--- src/drfd_pkg.sv ---
// ----------------------------------------------------------------------------
// Remote frame decoder package
// Shared types and constants for the remote-control frame decoder.
// ----------------------------------------------------------------------------
`default_nettype none

package drfd_pkg;

    localparam int FRAME_BYTES = 18;
    localparam int COUNT_W     = 5;
    localparam int IDX_W       = $clog2(FRAME_BYTES);
    localparam int CHAN_W      = 11;
    localparam int DEADBAND_W  = 10;
    localparam int WORD_W      = 16;
    localparam int SW_W        = 2;
    localparam int CFG_IDX_W   = 1;
    localparam int CFG_DATA_W  = 11;
    localparam int M_TDATA_W   = 128;

    localparam logic [COUNT_W-1:0]    COUNT_MAX      = 5'd31;
    localparam logic [COUNT_W-1:0]    COUNT_FRAME    = 5'(FRAME_BYTES);
    localparam logic [CHAN_W-1:0]     CHAN_CENTRE    = 11'h400;
    localparam logic [WORD_W-1:0]     WHEEL_OFFSET   = 16'd1024;
    localparam logic [CHAN_W-1:0]     LIMIT_RESET    = 11'd660;
    localparam logic [DEADBAND_W-1:0] DEADBAND_RESET = 10'd5;

    typedef enum logic [CFG_IDX_W-1:0] {
        REG_CHANNEL_LIMIT = 1'b0,
        REG_DEADBAND      = 1'b1
    } cfg_reg_t;

    typedef enum logic {
        ACT_BYTE = 1'b0,
        ACT_IDLE = 1'b1
    } action_t;

    typedef logic [FRAME_BYTES-1:0][7:0] frame_t;

    typedef struct packed {
        logic              status;
        logic [CHAN_W-1:0] stick_one;
        logic [CHAN_W-1:0] stick_two;
        logic [CHAN_W-1:0] stick_three;
        logic [CHAN_W-1:0] stick_four;
        logic [SW_W-1:0]   switch_left;
        logic [SW_W-1:0]   switch_right;
        logic [WORD_W-1:0] mouse_dx;
        logic [WORD_W-1:0] mouse_dy;
        logic [WORD_W-1:0] mouse_buttons;
        logic [WORD_W-1:0] key_bitmap;
        logic [WORD_W-1:0] wheel_value;
    } result_t;

    typedef struct packed {
        logic out_valid;
        logic skid_valid;
    } buf_status_t;

endpackage

`default_nettype wire

--- src/drfd_frame_capture.sv ---
// ----------------------------------------------------------------------------
// Frame capture
// Stores received bytes and counts them; flags a complete frame on idle.
// ----------------------------------------------------------------------------
`default_nettype none

module drfd_frame_capture (
    input  wire logic            aclk,
    input  wire logic            aresetn,
    input  wire logic            beat_accept,
    input  wire logic            beat_idle,
    input  wire logic [7:0]      beat_byte,
    output drfd_pkg::frame_t     frame,
    output logic                 frame_done
);

    drfd_pkg::frame_t                  store_reg;
    logic [drfd_pkg::COUNT_W-1:0]      count_reg;
    logic [drfd_pkg::COUNT_W-1:0]      count_next;
    logic                              done_reg;
    logic                              done_next;
    logic                              store_en;

    always_comb begin
        count_next = count_reg;
        done_next  = 1'b0;
        store_en   = 1'b0;
        if (beat_accept) begin
            if (beat_idle) begin
                done_next  = (count_reg == drfd_pkg::COUNT_FRAME);
                count_next = '0;
            end else begin
                store_en = (count_reg < drfd_pkg::COUNT_FRAME);
                if (count_reg < drfd_pkg::COUNT_MAX) begin
                    count_next = count_reg + 1'b1;
                end
            end
        end
    end

    always_ff @(posedge aclk) begin
        if (!aresetn) begin
            count_reg <= '0;
            done_reg  <= 1'b0;
        end else begin
            count_reg <= count_next;
            done_reg  <= done_next;
        end
    end

    always_ff @(posedge aclk) begin
        if (store_en) begin
            store_reg[count_reg[drfd_pkg::IDX_W-1:0]] <= beat_byte;
        end
    end

    assign frame      = store_reg;
    assign frame_done = done_reg;

endmodule

`default_nettype wire

--- src/drfd_frame_decode.sv ---
// ----------------------------------------------------------------------------
// Frame decode
// Unpacks a stored frame into stick, switch, mouse, key and wheel fields.
// ----------------------------------------------------------------------------
`default_nettype none

module drfd_frame_decode (
    input  wire drfd_pkg::frame_t              frame,
    input  wire logic [drfd_pkg::CHAN_W-1:0]     channel_limit,
    input  wire logic [drfd_pkg::DEADBAND_W-1:0] deadband,
    output drfd_pkg::result_t                  result
);

    logic [3:0][drfd_pkg::CHAN_W-1:0] raw;
    logic [3:0][drfd_pkg::CHAN_W-1:0] centred;
    logic [3:0][drfd_pkg::CHAN_W-1:0] mag;
    logic [3:0][drfd_pkg::CHAN_W-1:0] chan;
    logic [3:0]                       over;
    logic                             bad;

    always_comb begin
        raw[0] = {frame[1][2:0], frame[0]};
        raw[1] = {frame[2][5:0], frame[1][7:3]};
        raw[2] = {frame[4][0], frame[3], frame[2][7:6]};
        raw[3] = {frame[5][3:0], frame[4][7:1]};
        for (int k = 0; k < 4; k++) begin
            // Subtracting the centre value only flips the top bit.
            centred[k] = raw[k] ^ drfd_pkg::CHAN_CENTRE;
            mag[k]     = centred[k][drfd_pkg::CHAN_W-1] ? (~centred[k] + 1'b1) : centred[k];
            if (mag[k] <= {1'b0, deadband}) begin
                chan[k] = '0;
                over[k] = 1'b0;
            end else begin
                chan[k] = centred[k];
                over[k] = (mag[k] > channel_limit);
            end
        end
        bad = |over;

        result = '0;
        if (bad) begin
            result.status = 1'b1;
        end else begin
            result.stick_one     = chan[0];
            result.stick_two     = chan[1];
            result.stick_three   = chan[2];
            result.stick_four    = chan[3];
            result.switch_left   = frame[5][7:6];
            result.switch_right  = frame[5][5:4];
            result.mouse_dx      = {frame[7], frame[6]};
            result.mouse_dy      = {frame[9], frame[8]};
            result.mouse_buttons = {frame[13], frame[12]};
            result.key_bitmap    = {frame[15], frame[14]};
            result.wheel_value   = {frame[17], frame[16]} - drfd_pkg::WHEEL_OFFSET;
        end
    end

endmodule

`default_nettype wire

--- src/drfd_out_buffer.sv ---
// ----------------------------------------------------------------------------
// Output buffer
// Result register with a skid stage so that input beats keep flowing.
// ----------------------------------------------------------------------------
`default_nettype none

module drfd_out_buffer (
    input  wire logic              aclk,
    input  wire logic              aresetn,
    input  wire logic              push,
    input  wire drfd_pkg::result_t push_data,
    input  wire logic              pop_ready,
    output drfd_pkg::result_t      out_data,
    output drfd_pkg::buf_status_t  status
);

    drfd_pkg::result_t out_reg;
    drfd_pkg::result_t skid_reg;
    logic              out_valid_reg;
    logic              skid_valid_reg;
    logic              pop;

    assign pop = out_valid_reg && pop_ready;

    always_ff @(posedge aclk) begin
        if (!aresetn) begin
            out_valid_reg  <= 1'b0;
            skid_valid_reg <= 1'b0;
        end else if (!out_valid_reg || pop) begin
            if (skid_valid_reg) begin
                out_valid_reg  <= 1'b1;
                skid_valid_reg <= push;
            end else begin
                out_valid_reg  <= push;
            end
        end else if (push) begin
            skid_valid_reg <= 1'b1;
        end
    end

    always_ff @(posedge aclk) begin
        if (!out_valid_reg || pop) begin
            if (skid_valid_reg) begin
                out_reg <= skid_reg;
                if (push) begin
                    skid_reg <= push_data;
                end
            end else if (push) begin
                out_reg <= push_data;
            end
        end else if (push) begin
            skid_reg <= push_data;
        end
    end

    assign out_data          = out_reg;
    assign status.out_valid  = out_valid_reg;
    assign status.skid_valid = skid_valid_reg;

endmodule

`default_nettype wire

--- src/dbus_remote_frame_decoder.sv ---
// ----------------------------------------------------------------------------
// Remote-control frame decoder
// Collects received bytes; a line idle after exactly 18 bytes decodes a frame.
// An accepted idle beat sets a done register, which pushes the decoded result.
// Throughput: one input beat per cycle while s_tready is high; the frame
// store, the decode logic and the result register form one registered pass.
// Reset: synchronous active-low aresetn clears the byte count and the output
// buffer and loads channel_limit with 660 and deadband with 5.
// ----------------------------------------------------------------------------
`default_nettype none

module dbus_remote_frame_decoder (
    input  wire logic                               aclk,
    input  wire logic                               aresetn,
    input  wire logic                               s_tvalid,
    output logic                                    s_tready,
    input  wire logic [7:0]                         s_tdata,  // data_byte
    input  wire logic                               s_tuser,  // action
    output logic                                    m_tvalid,
    input  wire logic                               m_tready,
    // stick_one, stick_two, stick_three, stick_four, switch_left,
    // switch_right, mouse_dx, mouse_dy, mouse_buttons, key_bitmap, wheel_value
    output logic [drfd_pkg::M_TDATA_W-1:0]          m_tdata,
    output logic                                    m_tuser,  // status
    input  wire logic                               cfg_valid,
    output logic                                    cfg_ready,
    input  wire logic [drfd_pkg::CFG_IDX_W-1:0]     cfg_index,
    input  wire logic [drfd_pkg::CFG_DATA_W-1:0]    cfg_data
);

    logic [drfd_pkg::CHAN_W-1:0]     channel_limit_reg;
    logic [drfd_pkg::DEADBAND_W-1:0] deadband_reg;
    logic                            s_accept;
    logic                            frame_done;
    drfd_pkg::frame_t                frame;
    drfd_pkg::result_t               decoded;
    drfd_pkg::result_t               out_data;
    drfd_pkg::buf_status_t           buf_status;

    assign cfg_ready = 1'b1;

    always_ff @(posedge aclk) begin
        if (!aresetn) begin
            channel_limit_reg <= drfd_pkg::LIMIT_RESET;
            deadband_reg      <= drfd_pkg::DEADBAND_RESET;
        end else if (cfg_valid) begin
            case (drfd_pkg::cfg_reg_t'(cfg_index))
                drfd_pkg::REG_CHANNEL_LIMIT: channel_limit_reg <= cfg_data;
                drfd_pkg::REG_DEADBAND: deadband_reg <= cfg_data[drfd_pkg::DEADBAND_W-1:0];
                default: ;
            endcase
        end
    end

    // Room is needed for the result of a frame still in the decode stage.
    assign s_tready = !(buf_status.skid_valid || (buf_status.out_valid && frame_done));
    assign s_accept = s_tvalid && s_tready;

    drfd_frame_capture u_capture (
        .aclk        (aclk),
        .aresetn     (aresetn),
        .beat_accept (s_accept),
        .beat_idle   (s_tuser == drfd_pkg::ACT_IDLE),
        .beat_byte   (s_tdata),
        .frame       (frame),
        .frame_done  (frame_done)
    );

    drfd_frame_decode u_decode (
        .frame         (frame),
        .channel_limit (channel_limit_reg),
        .deadband      (deadband_reg),
        .result        (decoded)
    );

    drfd_out_buffer u_out (
        .aclk      (aclk),
        .aresetn   (aresetn),
        .push      (frame_done),
        .push_data (decoded),
        .pop_ready (m_tready),
        .out_data  (out_data),
        .status    (buf_status)
    );

    assign m_tvalid = buf_status.out_valid;
    assign m_tuser  = out_data.status;
    assign m_tdata  = {out_data.wheel_value, out_data.key_bitmap, out_data.mouse_buttons,
                       out_data.mouse_dy, out_data.mouse_dx, out_data.switch_right,
                       out_data.switch_left, out_data.stick_four, out_data.stick_three,
                       out_data.stick_two, out_data.stick_one};

    a_done_after_idle: assert property (@(posedge aclk) disable iff (!aresetn)
        frame_done |-> $past(s_accept && (s_tuser == drfd_pkg::ACT_IDLE)))
        else $error("frame decode started without an accepted idle beat");

    a_no_overflow: assert property (@(posedge aclk) disable iff (!aresetn)
        frame_done |-> !buf_status.skid_valid)
        else $error("decoded frame arrived with the output buffer full");

    a_range_zero: assert property (@(posedge aclk) disable iff (!aresetn)
        (m_tvalid && m_tuser) |-> (m_tdata == '0))
        else $error("out-of-range result carries non-zero fields");

    a_skid_needs_out: assert property (@(posedge aclk) disable iff (!aresetn)
        buf_status.skid_valid |-> buf_status.out_valid)
        else $error("skid stage holds a beat while the output register is empty");

endmodule

`default_nettype wire
--- config.mk ---
export PLATFORM = sky130hd
export DESIGN_NAME = dbus_remote_frame_decoder
export DESIGN_NICKNAME = d
export VERILOG_FILES = /design/src/drfd_pkg.sv /design/src/drfd_frame_capture.sv /design/src/drfd_frame_decode.sv /design/src/drfd_out_buffer.sv /design/src/dbus_remote_frame_decoder.sv
export SDC_FILE = /design/constraint.sdc
export NUM_CORES = 1
export LEC_CHECK = 0
export ABC_CLOCK_PERIOD_IN_PS = 7900
export BUFFER_PORTS_ARGS = -buffer_cell sky130_fd_sc_hd__buf_4
export CORE_MARGIN = 3
export CORE_UTILIZATION = 60
export DETAILED_ROUTE_END_ITERATION = 16
export PLACE_DENSITY = 0.8
export SLEW_MARGIN = 20
export SYNTH_ARGS = -nofsm -noshare
export SYNTH_HDL_FRONTEND = slang
export SYNTH_HIERARCHICAL = 1
export SYNTH_SLANG_ARGS = --single-unit
--- constraint.sdc ---
create_clock -name aclk -period 7.9 [get_ports aclk]
set_input_delay 0.79 -clock aclk [delete_from_list [all_inputs] [get_ports aclk]]
set_output_delay 0.79 -clock aclk [all_outputs]
set_load 0.01 [all_outputs]
==> results.cfg, run 1 <==
[status]
status = finished, final reports clean

[floorplan]
coreArea_mm2 = 0.0317
dieWidth_um = 186
design.die.area_mm2 = 0.0346
rows = 65
die_y_um = 186
io_pins = 158
start_util_pct = 61.3

[global_route]
grt_pass1_wl_um = 63000
grt_usage_pct = 23.5
antenna_found_initial = 0
grt_max_degree = 119
gr-total-overflow = 0
grt_pass1_vias = 11000

[clock_tree]
cts_tree = yes
clk_pin_slew_ns = 0.06
root_buffer = clkbuf_16
cts_resized = 0
clockBufferDepth = 3
numClockSinks = 415
cts_hold_buffers = 0
cts.htree.levels = 2
cts_made_buffers = 42
cts_setup_buffers = 0
clk_latency_ns = 0.54

[worst_setup_path]
start_kind = flip-flop
r2r-end = u_out/out_data[80]$_DFFE_PP_
criticalPathCategory = flip-flop to flip-flop
cp_max_fo = 54
endpoint_kind = flip-flop
r2r_cells = 16
rrSetupSlack_ns = 3.14
r2r_start = u_capture/frame[11]$_DFFE_PP_
arrival_ns = 5.03
worst_ep_required_time_ns = 8.18

[route]
drt-total-wl_um = 40900
dr_total_vias = 11400
drt-initial-drc-count = 947
wl_per_cell_um = 21.3
first_pass_iters = 6
viasPerCell = 5.91
ant_nets = 0
drc = 0

[logic_synthesis]
syn-instance-count = 1339
synth_warnings = 6
syn_avg_cell_area_um2 = 14.5
synth_fp_nets = 1458
syn_area_mm2 = 0.0195

[power]
max-vdd-ir-drop_mv = 0.158
pwr_density_cell_mw_per_mm2 = 219
p_leak_nw = 8.38
p_total_w = 0.00486

[sta]
slew_viol_final = 0
hold_violations = 0
tightest_slew_ns = 1.08
finalSetupViolations = 0
rsz0062_at_grt = false
maxSlewHeadroom_pct = 27.2
postLayoutSetupSlackWorst_ns = 3.14
clock_skew_ns = 0.0314
fin_crit_ns = 4.76
min_period_over_period_pct = 60.2
finalSetupTns_ns = 0
fmaxAchievable_ghz = 0.210

[place]
dp_hpwl_um = 25800
place_congestion = 0.888
portBuffers = 156
preCtsSetupSlack_ns = 3.19

[min_path]
hold_class = flip-flop to flip-flop
hold_end = deadband_reg[5]$_SDFFE_PN0P_
min_path_cells = 2
holdCritStartpoint = deadband_reg[5]$_SDFFE_PN0P_

[final_layout]
drive_above_1_share_pct = 29.0
nets = 1609
antennaDiodeCount = 0
area_growth_pct = 14.3
fill_cells = 2070

[job]
maxCapViolCount = 0
==> layer usage <==
| metal | global-route usage, % | vias up | wire length [um] |
|---|---|---|---|
| met1 | 34.9 | 5606 | 18300 |
| met5 | 0 | - | 0 |
| met3 | 3.36 | 90 | 2560 |
| li1 | - | 5252 | - |
| met4 | 7.54 | 0 | 1200 |
| met2 | 36.4 | 415 | 18800 |
==> area by class of cell <==
type	count	area, um^2	share of cell area (%)
Sequential cell	415	12200	54.8
Multi-Input combinational cell	732	6360	28.6
Timing Repair Buffer	168	1300	5.84
Clock buffer	51	1080	4.88
Tap cell	402	503	2.26
Inverter	131	492	2.21
Clock inverter	24	319	1.43
==> through the flow <==
stage	cell area, um^2	utilization (%)	instances	hold slack, ns
after floorplan	19500	-	1339	0.435
after global placement	20800	65.5	1845	0.447
after detailed placement	20800	65.5	1845	0.450
after CTS	22200	69.9	1920	0.461
after global routing	22200	70.1	1923	0.480
final	22200	70.1	1923	0.456
==> worst max path at each step <==
| stage | from | endpoint | slack [ns] | cells after the start |
|---|---|---|---|---|
| after floorplan | m_tready | u_out/out_data[0]$_DFFE_PP_ | 1.05 | 2 |
| after global placement | u_capture/frame[11]$_DFFE_PP_ | u_out/out_data[42]$_DFFE_PP_ | 3.37 | 16 |
| after detailed placement | u_capture/frame[11]$_DFFE_PP_ | u_out/out_data[38]$_DFFE_PP_ | 3.19 | 16 |
| after CTS | u_capture/frame[11]$_DFFE_PP_ | u_out/out_data[38]$_DFFE_PP_ | 3.22 | 16 |
| after global routing | u_capture/frame[11]$_DFFE_PP_ | u_out/out_data[32]$_DFFE_PP_ | 2.86 | 16 |
| final | u_capture/frame[11]$_DFFE_PP_ | u_out/out_data[80]$_DFFE_PP_ | 3.14 | 16 |
==> where the power goes <==
part	total [W]	switching (W)	internal [W]	leakage, nW
sequential	0.00244	0.00000735	0.00243	3.75
clock	0.00203	0.000817	0.00121	0.685
combinational	0.000395	0.000237	0.000158	3.94
total	0.00486	0.00106	0.00380	8.38
==> layout by cell type (no fill, tap or decap), types with 16 or more instances in the layout <==
master,instances
edfxtp_1,386
buf_4,164
inv_1,131
ha_1,93
mux2_4,78
nor3_1,76
nand2_1,55
mux2_2,55
a21oi_1,44
clkbuf_16,42
nor3_2,42
nor2_1,38
dfxtp_1,28
xor2_1,26
nor4b_2,19
and2_1,17
nand4_1,17
o21ai_0,16
nand3_1,16
==> worst max-delay path, stage by stage, from the launching register on <==
cell	delay (ns)
edfxtp_1	0.39
inv_1	0.19
ha_1	0.23
nand2b_1	0.11
nor4_1	0.18
nor2_1	0.08
xor2_1	0.17
ha_1	0.30
nand4_1	0.16
a21o_1	0.20
a311oi_1	0.40
o21ai_2	0.28
o21ai_4	0.12
buf_4	0.41
buf_4	0.72
nor3_2	0.11
mux2_4	0.31
Power figures use the tool's default switching activity.
==> run 2: changes to the inputs <==
--- a/config.mk
+++ b/config.mk
@@ -5,7 +5,8 @@
 export SDC_FILE = /design/constraint.sdc
 export NUM_CORES = 1
 export LEC_CHECK = 0
-export ABC_CLOCK_PERIOD_IN_PS = 7900
+export ABC_AREA = 1
+export ABC_CLOCK_PERIOD_IN_PS = 4750
 export BUFFER_PORTS_ARGS = -buffer_cell sky130_fd_sc_hd__buf_4
 export CORE_MARGIN = 3
 export CORE_UTILIZATION = 60
==> constraint.sdc (replaced) <==
create_clock -name aclk -period 4.75 [get_ports aclk]
set_input_delay 0.475 -clock aclk [delete_from_list [all_inputs] [get_ports aclk]]
set_output_delay 0.475 -clock aclk [all_outputs]
set_load 0.01 [all_outputs]
==> run 2 against run 1 <==
Via count rose by 15%. First-iteration DRC count increased by 31%. Synthesized cell count grew 35%. Critical path type unchanged. Combinational power up 57%. Clock skew shrank 0.016 ns. Highest routed layer unchanged. Utilization about the same. Wire length increased by 3.4%. Sequential power increased by 67%. Worst hold slack lost 0.29 ns. Global-route usage rose by 1.3 points. Power grew 60%. Largest cell class unchanged.
==> results.cfg, run 2 <==
[final_layout]
drive_above_1_share_pct = 13.6
fin_util_pct = 70.1
area_growth_pct = 13.8
final_cell_mix = nand2_1, edfxtp_1, nor2_1
final_common_cell = nand2_1
nets = 2082
antennaDiodeCount = 0
layoutNonFillerInstCount = 2388

[floorplan]
die_y_um = 184
design.die.area_mm2 = 0.0339
rows = 64
io_pins = 158
coreArea_mm2 = 0.0309
start_util_pct = 61.6
dieWidth_um = 184

[route]
first_pass_iters = 5
drt-initial-drc-count = 1244
dr_total_vias = 13000
wl_per_cell_um = 17.7
ant_nets = 0
viasPerCell = 5.46
drt-total-wl_um = 42300
drc = 0

[worst_setup_path]
r2r_start = u_capture/frame[33]$_DFFE_PP_
crit_path_start = u_capture/frame[33]$_DFFE_PP_
endpoint = u_out/out_data[40]$_DFFE_PP_
arrival_ns = 4.09
r2r_cells = 19
cp_max_fo = 65
rrSetupSlack_ns = 0.94
endpoint_kind = flip-flop
r2r-end = u_out/out_data[40]$_DFFE_PP_
worst_ep_required_time_ns = 5.02
criticalPathCategory = flip-flop to flip-flop
start_kind = flip-flop

[global_route]
gr-total-overflow = 0
antenna_found_initial = 0
grt_pass1_wl_um = 65800
grt_max_degree = 95
grt_pass1_vias = 12500
grt_usage_pct = 24.8

[sta]
fmaxAchievable_ghz = 0.262
postLayoutSetupSlackWorst_ns = 0.936
holdWs_ns = 0.170
clock_skew_ns = 0.0159
rsz0062_at_grt = false
slew_viol_final = 0
fin_crit_ns = 3.81
tightest_slew_ns = 1.11
min_period_over_period_pct = 80.3
hold_violations = 0
finalSetupTns_ns = 0
maxSlewHeadroom_pct = 25.5
finalSetupViolations = 0

[place]
preCtsSetupSlack_ns = 0.993
dp_hpwl_um = 27000
place_inst = 2314
portBuffers = 156
place_congestion = 0.982

[min_path]
holdCritStartpoint = cfg_data[0]
hold_class = primary input to flip-flop

[clock_tree]
cts_tree = yes
cts_setup_buffers = 0
root_buffer = clkbuf_16
clk_latency_ns = 0.53
cts.htree.levels = 2
cts_hold_buffers = 0
clk_pin_slew_ns = 0.06
numClockSinks = 415
cts_resized = 0
cts_made_buffers = 43
clockBufferDepth = 3

[logic_synthesis]
syn-instance-count = 1802
syn_area_mm2 = 0.0190
synth_fp_nets = 1921
syn_avg_cell_area_um2 = 10.6
synth_warnings = 6

[power]
max-vdd-ir-drop_mv = 0.321
pwr_density_cell_mw_per_mm2 = 359
p_leak_nw = 9.31

[job]
maxCapViolCount = 0

[status]
status = finished, final reports clean
-- run 2: final cells by class --
| class | instances | area (um^2) |
|---|---|---|
| sequential | 415 | 12200 |
| fill | 2177 | 9250 |
| multi-input combinational | 1129 | 5640 |
| timing repair buffer | 174 | 1320 |
| clock buffer | 54 | 1140 |
| inverter | 200 | 756 |
| tap | 396 | 495 |
| clock inverter | 20 | 139 |
-- run 2: per-layer routing --
layer	part of all wire, %	track usage, %	up-vias
met5	0	0	-
met4	3.4	8.74	0
met3	8.1	4.01	98
met2	48	41.4	583
met1	41	33.6	6131
li1	-	-	6226
-- run 2: where the power goes --
| group | leakage, nW | total, W | switching (W) | internal, W |
|---|---|---|---|---|
| logic | 4.97 | 0.000620 | 0.000434 | 0.000186 |
| clock network | 0.619 | 0.00308 | 0.00133 | 0.00175 |
| registers | 3.72 | 0.00407 | 0.0000176 | 0.00406 |
| total | 9.31 | 0.00777 | 0.00178 | 0.00599 |
-- run 2: through the flow --
step	cell area, um^2	power (W)
CTS	21600	0.00782
finish	21700	0.00777
detailed placement	20400	0.00476
global route	21700	0.00807
floorplan	19100	0.00463
global placement	20400	0.00473
-- run 2: worst max-delay path: stages (launching register included) --
cell and delay (ns):
edfxtp_1 0.38, inv_1 0.16, nand3_1 0.13, nor3_1 0.27, a31oi_1 0.16, xor2_1 0.21
ha_1 0.30, nand2_1 0.08, nor2_1 0.16, and2_1 0.15, nand2_1 0.05, nand3_1 0.08
nand2_1 0.05, nor2_1 0.16, nor2_1 0.10, nand2_4 0.42, buf_12 0.35, nor2_1 0.10
nand2_1 0.10, nand2_1 0.10
-- run 2: worst min-delay path by stage --
stage / end / cells past startpoint / slack [ns]
after global placement: channel_limit_reg[4]$_SDFFE_PN1P_ / 2 / 0.44
after global routing: deadband_reg[2]$_SDFFE_PN1P_ / 3 / 0.17
final: deadband_reg[0]$_SDFFE_PN1P_ / 3 / 0.17
after detailed placement: channel_limit_reg[2]$_SDFFE_PN1P_ / 2 / 0.45
after floorplan: channel_limit_reg[2]$_SDFFE_PN1P_ / 2 / 0.43
after CTS: deadband_reg[0]$_SDFFE_PN1P_ / 3 / 0.15
